File: config.mk
export PLATFORM = sky130hd
export DESIGN_NAME = skt_cell
export DESIGN_NICKNAME = d
export VERILOG_FILES = /design/src/hdl/sorted_key_table_insert_locate_unit_macros.svh /design/src/hdl/skt_pkg.sv /design/src/hdl/skt_cell.sv
export SDC_FILE = /design/constraint.sdc
export NUM_CORES = 1
export LEC_CHECK = 0
export BUFFER_PORTS_ARGS = -buffer_cell sky130_fd_sc_hd__buf_2
export CAP_MARGIN = 25
export CORE_MARGIN = 1
export CORE_UTILIZATION = 30
export DETAILED_ROUTE_END_ITERATION = 6
export HOLD_SLACK_MARGIN = 0.1
export SLEW_MARGIN = 15
export SYNTH_ARGS = -nofsm -noshare
export SYNTH_HDL_FRONTEND = slang
export SYNTH_SLANG_ARGS = --single-unit
File: constraint.sdc
create_clock -name aclk -period 12.9 [get_ports aclk]
set_input_delay 2.58 -clock aclk [delete_from_list [all_inputs] [get_ports aclk]]
set_output_delay 2.58 -clock aclk [all_outputs]
set_load 0.01 [all_outputs]
File: src/hdl/sorted_key_table_insert_locate_unit_macros.svh
// ----------------------------------------------------------------------------
// Sorted key table assertion macros
// Wrappers for the concurrent checks of the sorted key table.
// ----------------------------------------------------------------------------
`ifndef SORTED_KEY_TABLE_INSERT_LOCATE_UNIT_MACROS_SVH
`define SORTED_KEY_TABLE_INSERT_LOCATE_UNIT_MACROS_SVH

`ifndef SYNTHESIS
`define SKT_ASSERT_SAME(lbl, clk, rstn, ante, cons, msg) \
    lbl: assert property (@(posedge clk) disable iff (!rstn) (ante) |-> (cons)) \
        else $error(msg);
`define SKT_ASSERT_NEXT(lbl, clk, rstn, ante, cons, msg) \
    lbl: assert property (@(posedge clk) disable iff (!rstn) (ante) |=> (cons)) \
        else $error(msg);
`else
`define SKT_ASSERT_SAME(lbl, clk, rstn, ante, cons, msg)
`define SKT_ASSERT_NEXT(lbl, clk, rstn, ante, cons, msg)
`endif

`endif

File: src/hdl/skt_pkg.sv
// ----------------------------------------------------------------------------
// Sorted key table package
// Shared constants, codes and types of the sorted key table.
// ----------------------------------------------------------------------------
package skt_pkg;

    localparam int CAPACITY_DEF = 64;
    localparam int KEY_W        = 32;
    localparam int REF_W        = 32;
    localparam int STATUS_W     = 2;
    localparam int POS_W        = 7;

    localparam logic CMD_INSERT = 1'b0;
    localparam logic CMD_LOCATE = 1'b1;

    typedef enum logic [STATUS_W-1:0] {
        STATUS_OK      = 2'd0,
        STATUS_FULL    = 2'd1,
        STATUS_MISSING = 2'd2
    } skt_status_t;

    typedef enum logic [1:0] {
        SKT_IDLE,
        SKT_CMP,
        SKT_ENC
    } skt_state_t;

    typedef struct packed {
        logic                    write;
        logic                    cmd;
        logic signed [KEY_W-1:0] key;
        logic [REF_W-1:0]        rec;
    } skt_ctrl_t;

    typedef struct packed {
        logic                    mark;
        logic                    valid;
        logic signed [KEY_W-1:0] key;
        logic [REF_W-1:0]        rec;
    } skt_link_t;

endpackage

File: src/hdl/skt_cell.sv
// ----------------------------------------------------------------------------
// Sorted key table cell
// Holds one entry, compares it with the current key and shifts on insert.
// ----------------------------------------------------------------------------
module skt_cell (
    input  logic                aclk,
    input  logic                aresetn,
    input  skt_pkg::skt_ctrl_t  ctrl,
    input  skt_pkg::skt_link_t  left,
    output skt_pkg::skt_link_t  link,
    output logic                boundary,
    output logic                equal
);

    logic                            valid_reg;
    logic                            valid_next;
    logic signed [skt_pkg::KEY_W-1:0] key_reg;
    logic signed [skt_pkg::KEY_W-1:0] key_next;
    logic [skt_pkg::REF_W-1:0]       rec_reg;
    logic [skt_pkg::REF_W-1:0]       rec_next;
    logic                            mark;

    always_comb begin
        if (ctrl.cmd == skt_pkg::CMD_LOCATE) begin
            mark = !valid_reg || (key_reg >= ctrl.key);
        end else begin
            mark = !valid_reg || (key_reg > ctrl.key);
        end
    end

    assign boundary   = mark && !left.mark;
    assign equal      = valid_reg && (key_reg == ctrl.key);
    assign link.mark  = mark;
    assign link.valid = valid_reg;
    assign link.key   = key_reg;
    assign link.rec   = rec_reg;

    always_comb begin
        valid_next = valid_reg;
        key_next   = key_reg;
        rec_next   = rec_reg;
        if (ctrl.write && mark) begin
            if (left.mark) begin
                valid_next = left.valid;
                key_next   = left.key;
                rec_next   = left.rec;
            end else begin
                valid_next = 1'b1;
                key_next   = ctrl.key;
                rec_next   = ctrl.rec;
            end
        end
    end

    always_ff @(posedge aclk) begin
        if (!aresetn) begin
            valid_reg <= 1'b0;
        end else begin
            valid_reg <= valid_next;
        end
        key_reg <= key_next;
        rec_reg <= rec_next;
    end

endmodule

==> flow_summary_export.csv <==
group,metric,value,unit
clock_network,cts_resized,0,
floorplanning,num_rows,39,
floorplanning,die_x,111,um
sta,finalHoldViolCount,0,
logic_synthesis,syn_avg_cell_area,11.7,um2
logic_synthesis,synthAdderAreaFrac,11.3,%
detailed_routing,viasPerCell,4.60,
logic_synthesis,ys.flop_type,"edfxtp_1",
floorplanning,start_util,30.9,%
placed_design,port_buffers,201,
critical_path,critPathLaunch,"ctrl[55]",
critical_path,worstPathCellList,"buf_2 -> inv_1 -> ha_1 -> nand4_1 -> or4_4 -> or4_1 -> o31a_1 -> o31ai_2 -> inv_1 -> buf_2",
detailed_routing,dr_total_vias,2997,
grt,overflow,0,
floorplanning,die_h,111,um
detailed_routing,drc,0,
floorplanning,die_area,0.0123,mm2
sta,rsz0062_at_grt,"false",
logic_synthesis,synth_nets,469,
sta,fmax,0.137,GHz
critical_path,worstSetupEndpointType,"primary output",
critical_path,rr_worst_depth,7,
sta,setup_viol,0,
detailed_routing,wl_per_cell,14.0,um
pwr,power.leakage,2.37,nW
critical_path,cp_max_fo,4,
logic_synthesis,synthTopCellsByArea,"edfxtp_1, ha_1, mux2_2",
critical_path,arrival,4740,ps
logic_synthesis,yosysTopAreaCell,"edfxtp_1",
logic_synthesis,synth_compound_area_share,9.10,%
clock_network,clock-sinks,65,
sta,fin_crit,7320,ps
critical_path,r2r_setup_slack,9340,ps
cells_and_area,fin_nets,670,
critical_path,critical_path_class,"primary input to primary output",
critical_path,crit_slowest_cell,"or4_4",
critical_path,slowest_delay,540,ps
sta,fin_worst_skew,4.78,ps
floorplanning,core_area,0.0115,mm2
placed_design,gp_congestion,0.770,
pwr,irDropWorstVdd,50.3,uV
clock_network,cts_tree,"yes",
critical_path,r2r-start,"key_reg[23]$_DFFE_PP_",
sta,worstMarginPinSlew,977,ps
clock_network,htreeDepth,3,
floorplanning,io_pins,202,
logic_synthesis,synthCells,303,
sta,max-slew-margin-rel,34.7,%
logic_synthesis,synth_simple_gate_area_share,9.03,%
critical_path,required,10320,ps
detailed_routing,postRouteAntennaNets,0,
grt,grt_util_all_layers,15.2,%
logic_synthesis,synth_area,0.00355,mm2
clock_network,cts_root_buf,"clkbuf_16",
clock_network,cts_buffers,9,
logic_synthesis,synthArstFlopShare,0,%
logic_synthesis,synth_mux_area_share,10.5,%
sta,maxSlewViolCount,0,
sta,holdWs,726,ps
clock_network,cts.clk_slew.worst_paths,50,ps
logic_synthesis,synth_xor_area_share,0,%
critical_path,rr_endpoint,"key_reg[15]$_DFFE_PP_",
logic_synthesis,synth_top_area_share,54.2,%
cells_and_area,syn2layout_area_growth,40.4,%
hold_path,hold_path.class,"register to register",
grt,grt_max_degree,59,
logic_synthesis,synth-edff-count,64,
sta,totalNegativeSetupSlack,0,ps
clock_network,clk_path_buf_depth,2,
logic_synthesis,seq_area_frac_synth,54.7,%
critical_path,crit_path_start_kind,"primary input",
run_status,status,"completed",
critical_path,crit_end,"link[65]",
placed_design,dpl.hpwl,7.03,mm
flow_run,drv_cap,0,
pwr,total_power,0.602,mW
grt,antenna_found_initial,0,
logic_synthesis,synth.top_cells.by_count,"edfxtp_1, nand2_1, inv_1, o21ai_0, mux2_2",
grt,grt_pass1_wl,14.5,mm
logic_synthesis,ys_warn_count,0,
clock_network,cts_setup_buffers,0,
grt,grt_pass1_vias,2983,
clock_network,ctsHoldBuffers,0,
logic_synthesis,synth_top_family_by_area,"adder cells",
pwr,p_per_area,121,mW/mm2
logic_synthesis,yosysUniqueCellTypes,29,
cells_and_area,diodes,0,
logic_synthesis,yosysMostFrequentCell,"edfxtp_1",
detailed_routing,drtIter0Drc,125,
clock_network,clock_latency,330,ps
detailed_routing,first_pass_iters,4,
detailed_routing,wl,9.16,mm
sta,timing.final.crit_share,56.8,%
cells_and_area,drive_gt1_share,49.3,%
logic_synthesis,synth-seq-cells,65,
## how the worst min path moves through the flow
stage	startpoint	to	slack [ps]	depth (start not counted)
CTS	valid_reg$_SDFFE_PN0P_	valid_reg$_SDFFE_PN0P_	740	2
global placement	valid_reg$_SDFFE_PN0P_	valid_reg$_SDFFE_PN0P_	710	2
global route	valid_reg$_SDFFE_PN0P_	valid_reg$_SDFFE_PN0P_	770	2
floorplan	valid_reg$_SDFFE_PN0P_	valid_reg$_SDFFE_PN0P_	610	2
detailed placement	valid_reg$_SDFFE_PN0P_	valid_reg$_SDFFE_PN0P_	730	2
finish	valid_reg$_SDFFE_PN0P_	valid_reg$_SDFFE_PN0P_	730	2
## critical path: cells and delay by family
| family | cells | cell delay, ps |
|---|---|---|
| AO/OA/AOI/OAI | 2 | 270 |
| adder cells (fa/ha/maj) | 1 | 310 |
| buffers and inverters | 4 | 340 |
| AND/OR/NAND/NOR | 3 | 1230 |
## power breakdown
| part | leakage, nW | switching (mW) | internal, mW |
|---|---|---|---|
| Sequential | 0.633 | 0.00725 | 0.256 |
| Combinational | 1.60 | 0.0570 | 0.0495 |
| Clock | 0.136 | 0.0846 | 0.147 |
| Total | 2.37 | 0.149 | 0.453 |
## per-layer routing
layer,track usage [%],vias to the layer above,wire (um),share of wire [%]
met4,5.87,0,131,1.4
met3,3.83,12,612,6.7
met2,24.4,123,4240,46
li1,-,1506,-,-
met5,0,-,0,0
met1,19.6,1356,4180,46
## placed cells by master, fill, tap and decap left out, drive strengths merged, types with 2 or more instances in the layout
cell | synthesis | final
buf | 2 | 203
edfxtp | 64 | 64
nand2 | 39 | 39
inv | 36 | 36
o21ai | 36 | 36
mux2 | 33 | 33
ha | 32 | 32
a21oi | 14 | 14
clkbuf | 11 | 11
nand4 | 10 | 10
clkinv | 0 | 4
nor3 | 3 | 3
nor2 | 3 | 3
or4 | 3 | 3
nor2b | 2 | 2
and4 | 2 | 2
nand3 | 2 | 2
## final cells by class
class | instances | area [um2]
Clock buffer | 11 | 233
Clock inverter | 5 | 46.3
Fill cell | 1132 | 6490
Inverter | 36 | 135
Multi-Input combinational cell | 189 | 1420
Sequential cell | 65 | 1940
Tap cell | 143 | 179
Timing Repair Buffer | 203 | 1020
## cells by family (layout without fill, tap and decap cells)
family	after synthesis	in the layout
simple gates	66	66
flops	65	65
compound gates	58	58
buf+inv	49	255
mux	33	33
fa+ha+maj	32	32
## per-stage QoR
stage / utilization, % / std cells / setup slack (ps) / instance area (um2)
6_report: 43.4 / 652 / 5580 / 4980
5_1_grt: 43.4 / 652 / 5310 / 4980
4_1_cts: 43.4 / 652 / 5550 / 4980
3_5_place_dp: 41.0 / 636 / 5560 / 4700
3_3_place_gp: 41.0 / 636 / 5600 / 4700
2_1_floorplan: - / 303 / 5810 / 3550
Power figures use the tool's default switching activity.
