## src/hdl/sorted_key_table_insert_locate_unit_macros.svh

```systemverilog
// ----------------------------------------------------------------------------
// Sorted key table assertion macros
// Wrappers for the concurrent checks of the sorted key table.
// ----------------------------------------------------------------------------
`ifndef SORTED_KEY_TABLE_INSERT_LOCATE_UNIT_MACROS_SVH
`define SORTED_KEY_TABLE_INSERT_LOCATE_UNIT_MACROS_SVH

`ifndef SYNTHESIS
`define SKT_ASSERT_SAME(lbl, clk, rstn, ante, cons, msg) \
    lbl: assert property (@(posedge clk) disable iff (!rstn) (ante) |-> (cons)) \
        else $error(msg);
`define SKT_ASSERT_NEXT(lbl, clk, rstn, ante, cons, msg) \
    lbl: assert property (@(posedge clk) disable iff (!rstn) (ante) |=> (cons)) \
        else $error(msg);
`else
`define SKT_ASSERT_SAME(lbl, clk, rstn, ante, cons, msg)
`define SKT_ASSERT_NEXT(lbl, clk, rstn, ante, cons, msg)
`endif

`endif

```

## src/hdl/skt_pkg.sv

```systemverilog
// ----------------------------------------------------------------------------
// Sorted key table package
// Shared constants, codes and types of the sorted key table.
// ----------------------------------------------------------------------------
package skt_pkg;

    localparam int CAPACITY_DEF = 64;
    localparam int KEY_W        = 32;
    localparam int REF_W        = 32;
    localparam int STATUS_W     = 2;
    localparam int POS_W        = 7;

    localparam logic CMD_INSERT = 1'b0;
    localparam logic CMD_LOCATE = 1'b1;

    typedef enum logic [STATUS_W-1:0] {
        STATUS_OK      = 2'd0,
        STATUS_FULL    = 2'd1,
        STATUS_MISSING = 2'd2
    } skt_status_t;

    typedef enum logic [1:0] {
        SKT_IDLE,
        SKT_CMP,
        SKT_ENC
    } skt_state_t;

    typedef struct packed {
        logic                    write;
        logic                    cmd;
        logic signed [KEY_W-1:0] key;
        logic [REF_W-1:0]        rec;
    } skt_ctrl_t;

    typedef struct packed {
        logic                    mark;
        logic                    valid;
        logic signed [KEY_W-1:0] key;
        logic [REF_W-1:0]        rec;
    } skt_link_t;

endpackage

```

## src/hdl/skt_encoder.sv

```systemverilog
// ----------------------------------------------------------------------------
// Sorted key table position encoder
// Turns the one-hot boundary vector of the cell row into an index.
// ----------------------------------------------------------------------------
module skt_encoder #(
    parameter int N = skt_pkg::CAPACITY_DEF + 1,
    parameter int W = $clog2(skt_pkg::CAPACITY_DEF + 1)
) (
    input  logic [N-1:0] onehot,
    output logic [W-1:0] index
);

    always_comb begin
        index = '0;
        for (int i = 0; i < N; i++) begin
            if (onehot[i]) begin
                index = index | W'(i);
            end
        end
    end

endmodule

```

## config.mk

```make
export PLATFORM = sky130hd
export DESIGN_NAME = skt_encoder
export DESIGN_NICKNAME = d
export VERILOG_FILES = /design/src/hdl/sorted_key_table_insert_locate_unit_macros.svh /design/src/hdl/skt_pkg.sv /design/src/hdl/skt_encoder.sv
export SDC_FILE = /design/constraint.sdc
export NUM_CORES = 1
export LEC_CHECK = 0
export ABC_CLOCK_PERIOD_IN_PS = 1500
export BUFFER_PORTS_ARGS = -buffer_cell sky130_fd_sc_hd__buf_2
export CAP_MARGIN = 20
export CORE_MARGIN = 5
export CORE_UTILIZATION = 22
export DETAILED_ROUTE_END_ITERATION = 10
export PLACE_DENSITY = 0.93
export SYNTH_ARGS = -nofsm -noshare
export SYNTH_HDL_FRONTEND = slang
export SYNTH_SLANG_ARGS = --single-unit
```

## constraint.sdc

```tcl
create_clock -name vclk -period 1.5
set_input_delay 0.075 -clock vclk [all_inputs]
set_output_delay 0.075 -clock vclk [all_outputs]
set_load 0.005 [all_outputs]
```

==> impl_metrics.yaml, run 1 <==
setup_path:
  max_stage_delay_ns: 0.50
  cp_max_fo: 1
  crit_chain: "buf_6 > or4_1 > or4_1 > or4_1 > buf_2"
  crit_type: "in -> out"
  path_buf_inv: 2
  cp-start-kind: "primary input"
  required_ns: 1.42
  worst_setup_path_end_kind: "output pin"
  critical-path-top-delay-family: "simple AND/OR/NAND/NOR gates"
  slowest_stage: "or4_1"
  cp.arrival_ns: 1.68
  cpMostUsedCell: "or4_1"
global_route:
  grtUsageMet3_pct: 3.38
  antenna_found_initial: 0
  met1_usage_pct: 19.8
  grt_pass1_vias: 751
  grt_pass1_wl_um: 2900
  grtUsageTotal_pct: 16.9
  grt_start_max_net_pins: 4
  busiest_layer: "met2"
  gr-usage-met2_pct: 29.0
  overflow: 0
sta:
  finalSetupTns_ns: -0.250
  hold_viol_final: 0
  slew_headroom_pct: 69.3
  min_period_over_period_pct: 117
  rsz0062_at_grt: "true"
  fin_ws_ns: -0.250
  drv_slew: 0
  setup_violations: 1
  min_period_ns: 1.75
  max_slew.worst_pin.slew_ns: 0.457
  timing.fmax_ghz: 0.571
job:
  cap_violations: 0
run_status:
  violations: "negative setup slack"
  status: "complete, but fails checks"
floorplan:
  die_h_um: 48.1
  die-area_mm2: 0.00231
  fp.coreArea_mm2: 0.00133
  boundaryPins: 72
  initial_core_util_pct: 23.9
  fp-row-count: 13
  dieWidth_um: 48.1
logic_synthesis:
  syn_area_um2: 319
  ys_warn_count: 0
  syn_nets: 116
  avgSynthCellArea_um2: 6.26
  synthCells: 51
  ys_seq_area_share_pct: 0
  synth_cell_types: 16
placement:
  hpwl_um: 1910
  dpl_worst_slack_ns: -0.284
  place_congestion: 0.835
  port_buffers: 69
detailed_routing:
  drt_iter0_markers: 12
  routed_via_density: 5.57
  wl_um: 2020
  vias: 763
  route.detailed.drc: 0
  postRouteAntennaNets: 0
  drtPass1Iterations: 4
  wl_per_cell_um: 14.7
layout:
  nets: 189
  regArea_um2: 0
  syn_to_final_growth_pct: 124
  n_antenna_cell: 0
  drive_above_1_share_pct: 61.5
  nClkBuffers: 0
  nFillCells: 159
  seq_cells: 0
power:
  ir_worst_vdd_uv: 83.1
  powerDensity_mw_per_mm2: 185
  p_leak_nw: 0.332
worst_hold_path:
  hold_path.class: "in -> out"
clock_network:
  post-cts-setup-buffer-count: 0
-- area by class of cell --
cell class                 count  area (um^2)  area share (%)
timing repair buffer          72          380            53.2
tap                           15         18.8            2.63
multi-input combinational     50          315            44.1
-- per-stage QoR --
stage          instances  utilization (%)  power, mW  hold slack [ns]  instance area, um^2
2_1_floorplan         51                -     0.0215            0.231                  319
3_3_place_gp         137             52.3      0.122            0.150                  698
3_5_place_dp         137             52.3      0.127            0.150                  698
4_1_cts              137             53.6      0.131            0.150                  714
5_1_grt              137             53.6      0.143            0.150                  714
6_report             137             53.6      0.132            0.150                  714
-- metal layers --
metal	wire length, um	vias to the layer above
met2	951	56
met5	0	-
li1	-	372
met3	271	12
met1	715	323
met4	78	0
-- power breakdown --
part	internal, mW	switching (mW)	total (mW)	leakage (nW)
logic	0.0785	0.0534	0.132	0.332
clock network	0	0	0	0
registers	0	0	0	0
-- repair_timing --
action	4_1_cts	5_1_grt
setup endpoints to repair	1	1
cloned	0	0
hold buffers	0	0
pin swaps	2	0
gates resized for setup	3	0
-- path summary, 6_finish.rpt --
check                  start        to  slack (ns)  cells after the start
hold / removal    onehot[64]  index[6]        0.15                      0
setup / recovery   onehot[8]  index[3]       -0.25                      5
-- cell usage in the layout, fill, tap and decap left out, drive strengths merged --
master and instances:
nand2 3, buf 72, nand4bb 1, and4 1, or4 6, nor4 18
nand4 2, nand4b 1, or2 2, nand3b 1, nor4bb 1, nor2 3
and3 2, or3 2, nor3 5, nand3 2
-- cells in the mapped netlist --
library cell	n	area share, %
or4_1	6	14
or2_2	2	3.9
and3_1	2	3.9
nor2_1	3	3.5
nand4b_1	1	2.7
nand2_1	3	3.5
and4_1	1	2.7
nor4_1	18	35
nand4_1	2	3.9
or3_1	2	3.9
nand3b_1	1	2.4
nor3_1	5	7.8
nor4bb_1	1	3.1
buf_4	1	2.4
nand4bb_1	1	3.5
nand3_1	2	3.1
-- cells by family (layout without fill, tap and decap cells) --
logic type	Yosys count	in the layout	share of synthesized area [%]
simple gates	50	50	97.6
buf+inv	1	72	2.35
Power figures use the tool's default switching activity.
==> run 2: changes to the inputs <==
--- a/config.mk
+++ b/config.mk
@@ -5,13 +5,14 @@
 export SDC_FILE = /design/constraint.sdc
 export NUM_CORES = 1
 export LEC_CHECK = 0
-export ABC_CLOCK_PERIOD_IN_PS = 1500
-export BUFFER_PORTS_ARGS = -buffer_cell sky130_fd_sc_hd__buf_2
+export ABC_CLOCK_PERIOD_IN_PS = 1860
+export BUFFER_PORTS_ARGS = -buffer_cell sky130_fd_sc_hd__buf_4
 export CAP_MARGIN = 20
 export CORE_MARGIN = 5
-export CORE_UTILIZATION = 22
+export CORE_UTILIZATION = 24
 export DETAILED_ROUTE_END_ITERATION = 10
-export PLACE_DENSITY = 0.93
+export GPL_TIMING_DRIVEN = 1
+export PLACE_DENSITY = 0.95
 export SYNTH_ARGS = -nofsm -noshare
 export SYNTH_HDL_FRONTEND = slang
 export SYNTH_SLANG_ARGS = --single-unit
==> constraint.sdc (replaced) <==
create_clock -name vclk -period 1.86
set_input_delay 0.093 -clock vclk [all_inputs]
set_output_delay 0.093 -clock vclk [all_outputs]
set_load 0.005 [all_outputs]
==> run 2 against run 1 <==
The flow still finishes with violations (negative setup slack). Power up 2.3%. Global-route usage rose by 2.1 points. Via count rose by 2.0%. First-iteration DRC count unchanged. Wire length rose by 6.8%. Sequential share of layout area is the same. Utilization is 13 points higher. Die area down 6.6%. Flip-flop and latch count unchanged. Critical path type unchanged. Critical endpoint unchanged. Largest cell class unchanged.
==> impl_metrics.yaml, run 2 (synthesis gave the netlist of run 1 again) <==
power:
  p_leak_nw: 0.379
  ir_worst_vdd_uv: 77.8
  powerDensity_mw_per_mm2: 158
  fin_total_pwr_mw: 0.135
floorplan:
  dieWidth_um: 46.5
  fp-row-count: 13
  initial_core_util_pct: 24.8
  fp.coreArea_mm2: 0.00128
  boundaryPins: 72
  die_h_um: 46.5
  die-area_mm2: 0.00216
setup_path:
  crit_type: "in -> out"
  slowest_stage: "or4_4"
  critical-path-top-delay-family: "simple AND/OR/NAND/NOR gates"
  cp_max_fo: 2
  crit_chain: "buf_4 > or4_4 > or4_1 > or4_1 > buf_4"
  path_buf_inv: 2
  worst_setup_path_end_kind: "output pin"
  max_stage_delay_ns: 0.52
  required_ns: 1.77
  cp.arrival_ns: 1.78
  cp-start-kind: "primary input"
placement:
  place_congestion: 0.850
  dpl_worst_slack_ns: -0.00762
  hpwl_um: 2010
  dp_cells: 134
  port_buffers: 69
layout:
  syn_to_final_growth_pct: 167
  nClkBuffers: 0
  seq_cells: 0
  regArea_um2: 0
  final_cells: 134
  n_antenna_cell: 0
  nets: 186
  drive_above_1_share_pct: 60.5
  layout_commonest_cell: "buf_4"
  layout_common_cells: "buf_4 (69), nor4_1 (18), nor3_1 (5), or4_1 (5)"
run_status:
  status: "complete, but fails checks"
  violations: "negative setup slack"
worst_hold_path:
  hold_start: "onehot[64]"
  holdPathEnd: "index[6]"
  hold_depth: 0
  hold_path.class: "in -> out"
sta:
  hold_viol_final: 0
  min_period_over_period_pct: 101
  timing.fmax_ghz: 0.535
  rsz0062_at_grt: "true"
  min_period_ns: 1.87
  setup_violations: 1
  drv_slew: 0
  slew_headroom_pct: 73.2
  max_slew.worst_pin.slew_ns: 0.398
  fin_ws_ns: -0.0101
job:
  cap_violations: 0
detailed_routing:
  drtPass1Iterations: 4
  drt_iter0_markers: 12
  wl_um: 2150
  vias: 778
  route.detailed.drc: 0
  wl_per_cell_um: 16.1
  routed_via_density: 5.81
  postRouteAntennaNets: 0
global_route:
  overflow: 0
  grtUsageTotal_pct: 19.0
  grt_start_max_net_pins: 4
  grt_pass1_wl_um: 3100
  grt_pass1_vias: 769
  antenna_found_initial: 0
clock_network:
  cts.hold.buffers_added: 0
run 2: changes by cell type in the layout (fill, tap and decap cells not counted), sizes merged:
cell  before  now
buf       72   69
run 2: what timing repair did:
item | CTS | global route
setup endpoints to repair | 1 | 1
resized for setup | 1 | 0
buffers inserted | 0 | 0
endpoints found under the hold margin | 0 | 0
run 2: layer usage:
layer  vias up  global-route usage (%)  part of all wire [%]
met5         -                       0                     0
met4         0                    5.11                   2.6
met3         8                    4.30                    14
met2        66                    35.2                    49
met1       339                    21.1                    34
li1        365                       -                     -
run 2: where the power goes:
part / switching (mW) / internal, mW
Clock: 0 / 0
Combinational: 0.0414 / 0.0936
Sequential: 0 / 0
run 2: worst max-delay path by stage:
| stage | slack (ns) | end | startpoint | cells after the start |
|---|---|---|---|---|
| after floorplan | 0.28 | index[3] | onehot[24] | 3 |
| after global placement | 0.006 | index[3] | onehot[24] | 5 |
| after detailed placement | -0.008 | index[3] | onehot[24] | 5 |
| after CTS | 0.007 | index[3] | onehot[24] | 5 |
| after global routing | -0.02 | index[3] | onehot[24] | 5 |
| final | -0.01 | index[3] | onehot[24] | 5 |
run 2: final cells by class:
class | instances | area (um^2)
fillers | 132 | 433
multi-input cells | 50 | 315
well taps | 15 | 18.8
repair buffers | 69 | 518
run 2: through the flow:
stage | setup TNS, ns | util, % | cell area [um^2] | hold slack [ns]
after floorplan | 0 | - | 319 | 0.267
after global placement | 0 | 66.0 | 848 | 0.186
after detailed placement | -0.00762 | 66.0 | 848 | 0.186
after CTS | 0 | 66.3 | 852 | 0.186
after global routing | -0.0166 | 66.3 | 852 | 0.186
final | -0.0101 | 66.3 | 852 | 0.186
==> run 3: changes to the inputs <==
==> constraint.sdc (replaced) <==
create_clock -name vclk -period 1.86
set_input_delay 0.093 -clock vclk [all_inputs]
set_output_delay 0.093 -clock vclk [all_outputs]
set_load 0.02 [all_outputs]
==> run 3 against run 2 <==
The run now ends clean. Clock-buffer cell count unchanged. Critical path type unchanged. Hold slack about the same. Utilization rose by 1.5 points. Highest routed layer unchanged. Final cell count did not move.
==> impl_metrics.yaml, run 3 (synthesis gave the netlist of run 1 again) <==
layout:
  regArea_um2: 0
  nFillCells: 121
  drive_above_1_share_pct: 62.2
  n_antenna_cell: 0
  layout_common_cells: "buf_4 (66), nor4_1 (18), nor3_1 (5)"
  seq_cells: 0
  multi_input_area_um2: 323
  nClkBuffers: 0
  syn_to_final_growth_pct: 173
  nets: 186
  layout_commonest_cell: "buf_4"
sta:
  slew_headroom_pct: 70.2
  max_slew.worst_pin.slew_ns: 0.443
  min_period_over_period_pct: 99.2
  finalSetupTns_ns: 0
  timing.fmax_ghz: 0.542
  hold_viol_final: 0
  min_period_ns: 1.85
  fin_ws_ns: 0.0144
  drv_slew: 0
  setup_violations: 0
  rsz0062_at_grt: "true"
  fin_hold_ws_ns: 0.186
setup_path:
  required_ns: 1.77
  cp_max_fo: 1
  cp.arrival_ns: 1.75
  cp-start-kind: "primary input"
  crit_type: "in -> out"
  worst_setup_path_end_kind: "output pin"
placement:
  hpwl_um: 1960
  place_congestion: 0.850
  dpl_worst_slack_ns: -0.0190
  port_buffers: 69
global_route:
  grt_pass1_vias: 808
  antenna_found_initial: 0
  grt_start_max_net_pins: 4
  grtUsageTotal_pct: 19.0
  overflow: 0
  grt_pass1_wl_um: 3180
power:
  comb_power_share_pct: 100.0
  seq_power_share_pct: 0
  ir_worst_vdd_uv: 89.6
  clkPwrFrac_pct: 0
  switchingPower_mw: 0.0422
  p_sw_share_pct: 30.7
  fin_total_pwr_mw: 0.137
  p_leak_nw: 0.387
  intPower_mw: 0.0951
  powerDensity_mw_per_mm2: 158
floorplan:
  fp-row-count: 13
  die-area_mm2: 0.00216
  die_h_um: 46.5
  initial_core_util_pct: 24.8
  fp.coreArea_mm2: 0.00128
  boundaryPins: 72
  dieWidth_um: 46.5
run_status:
  status: "complete, no violations"
detailed_routing:
  routed_via_density: 5.73
  drt_iter0_markers: 12
  wl_per_cell_um: 16.0
  vias: 768
  route.detailed.drc: 0
  postRouteAntennaNets: 0
  drtPass1Iterations: 4
  wl_um: 2150
job:
  cap_violations: 0
clock_network:
  post-cts-setup-buffer-count: 0
  cts.hold.buffers_added: 0
worst_hold_path:
  hold_path.class: "in -> out"
-- run 3: cell types whose count changed in the layout (fill, tap and decap cells not counted) --
| cell | change |
|---|---|
| or4_4 | +2 |
| or4_1 | -2 |
| buf_6 | +3 |
| buf_4 | -3 |
-- run 3: final cells by class --
class                      count  share of cell area [%]
timing repair buffer          69                    60.8
multi-input combinational     50                    37.1
tap                           15                    2.16
-- run 3: final timing paths --
check,end,cells after the start,start
setup / recovery,index[3],5,onehot[8]
hold / removal,index[6],0,onehot[64]
-- run 3: routing by layer --
metal	vias up	wire length, um	track usage (%)
met5	-	0	0
met4	0	25	3.98
met3	4	292	5.08
met2	52	1080	37.4
met1	350	753	19.5
li1	362	-	-
-- run 3: critical path: stages --
cell,delay (ns)
buf_6,0.09
or4_4,0.52
or4_4,0.48
or4_4,0.43
buf_6,0.15
-- run 3: repair_timing --
item	4_1_cts	5_1_grt
resized for setup	3	3
setup endpoints to repair	1	1
pin swaps	2	0
-- run 3: through the flow --
stage	cells	instance area [um^2]	util (%)
finish	134	871	67.8
global route	134	871	67.8
detailed placement	134	848	66.0
CTS	134	860	66.9
global placement	134	848	66.0
floorplan	51	319	-
-- run 3: power by group through the flow --
stage	Combinational [mW]	Sequential [mW]	Clock (mW)
final	0.137	0	0
after global routing	0.149	0	0
after CTS	0.135	0	0
after detailed placement	0.134	0	0
after global placement	0.131	0	0
after floorplan	0.0187	0	0
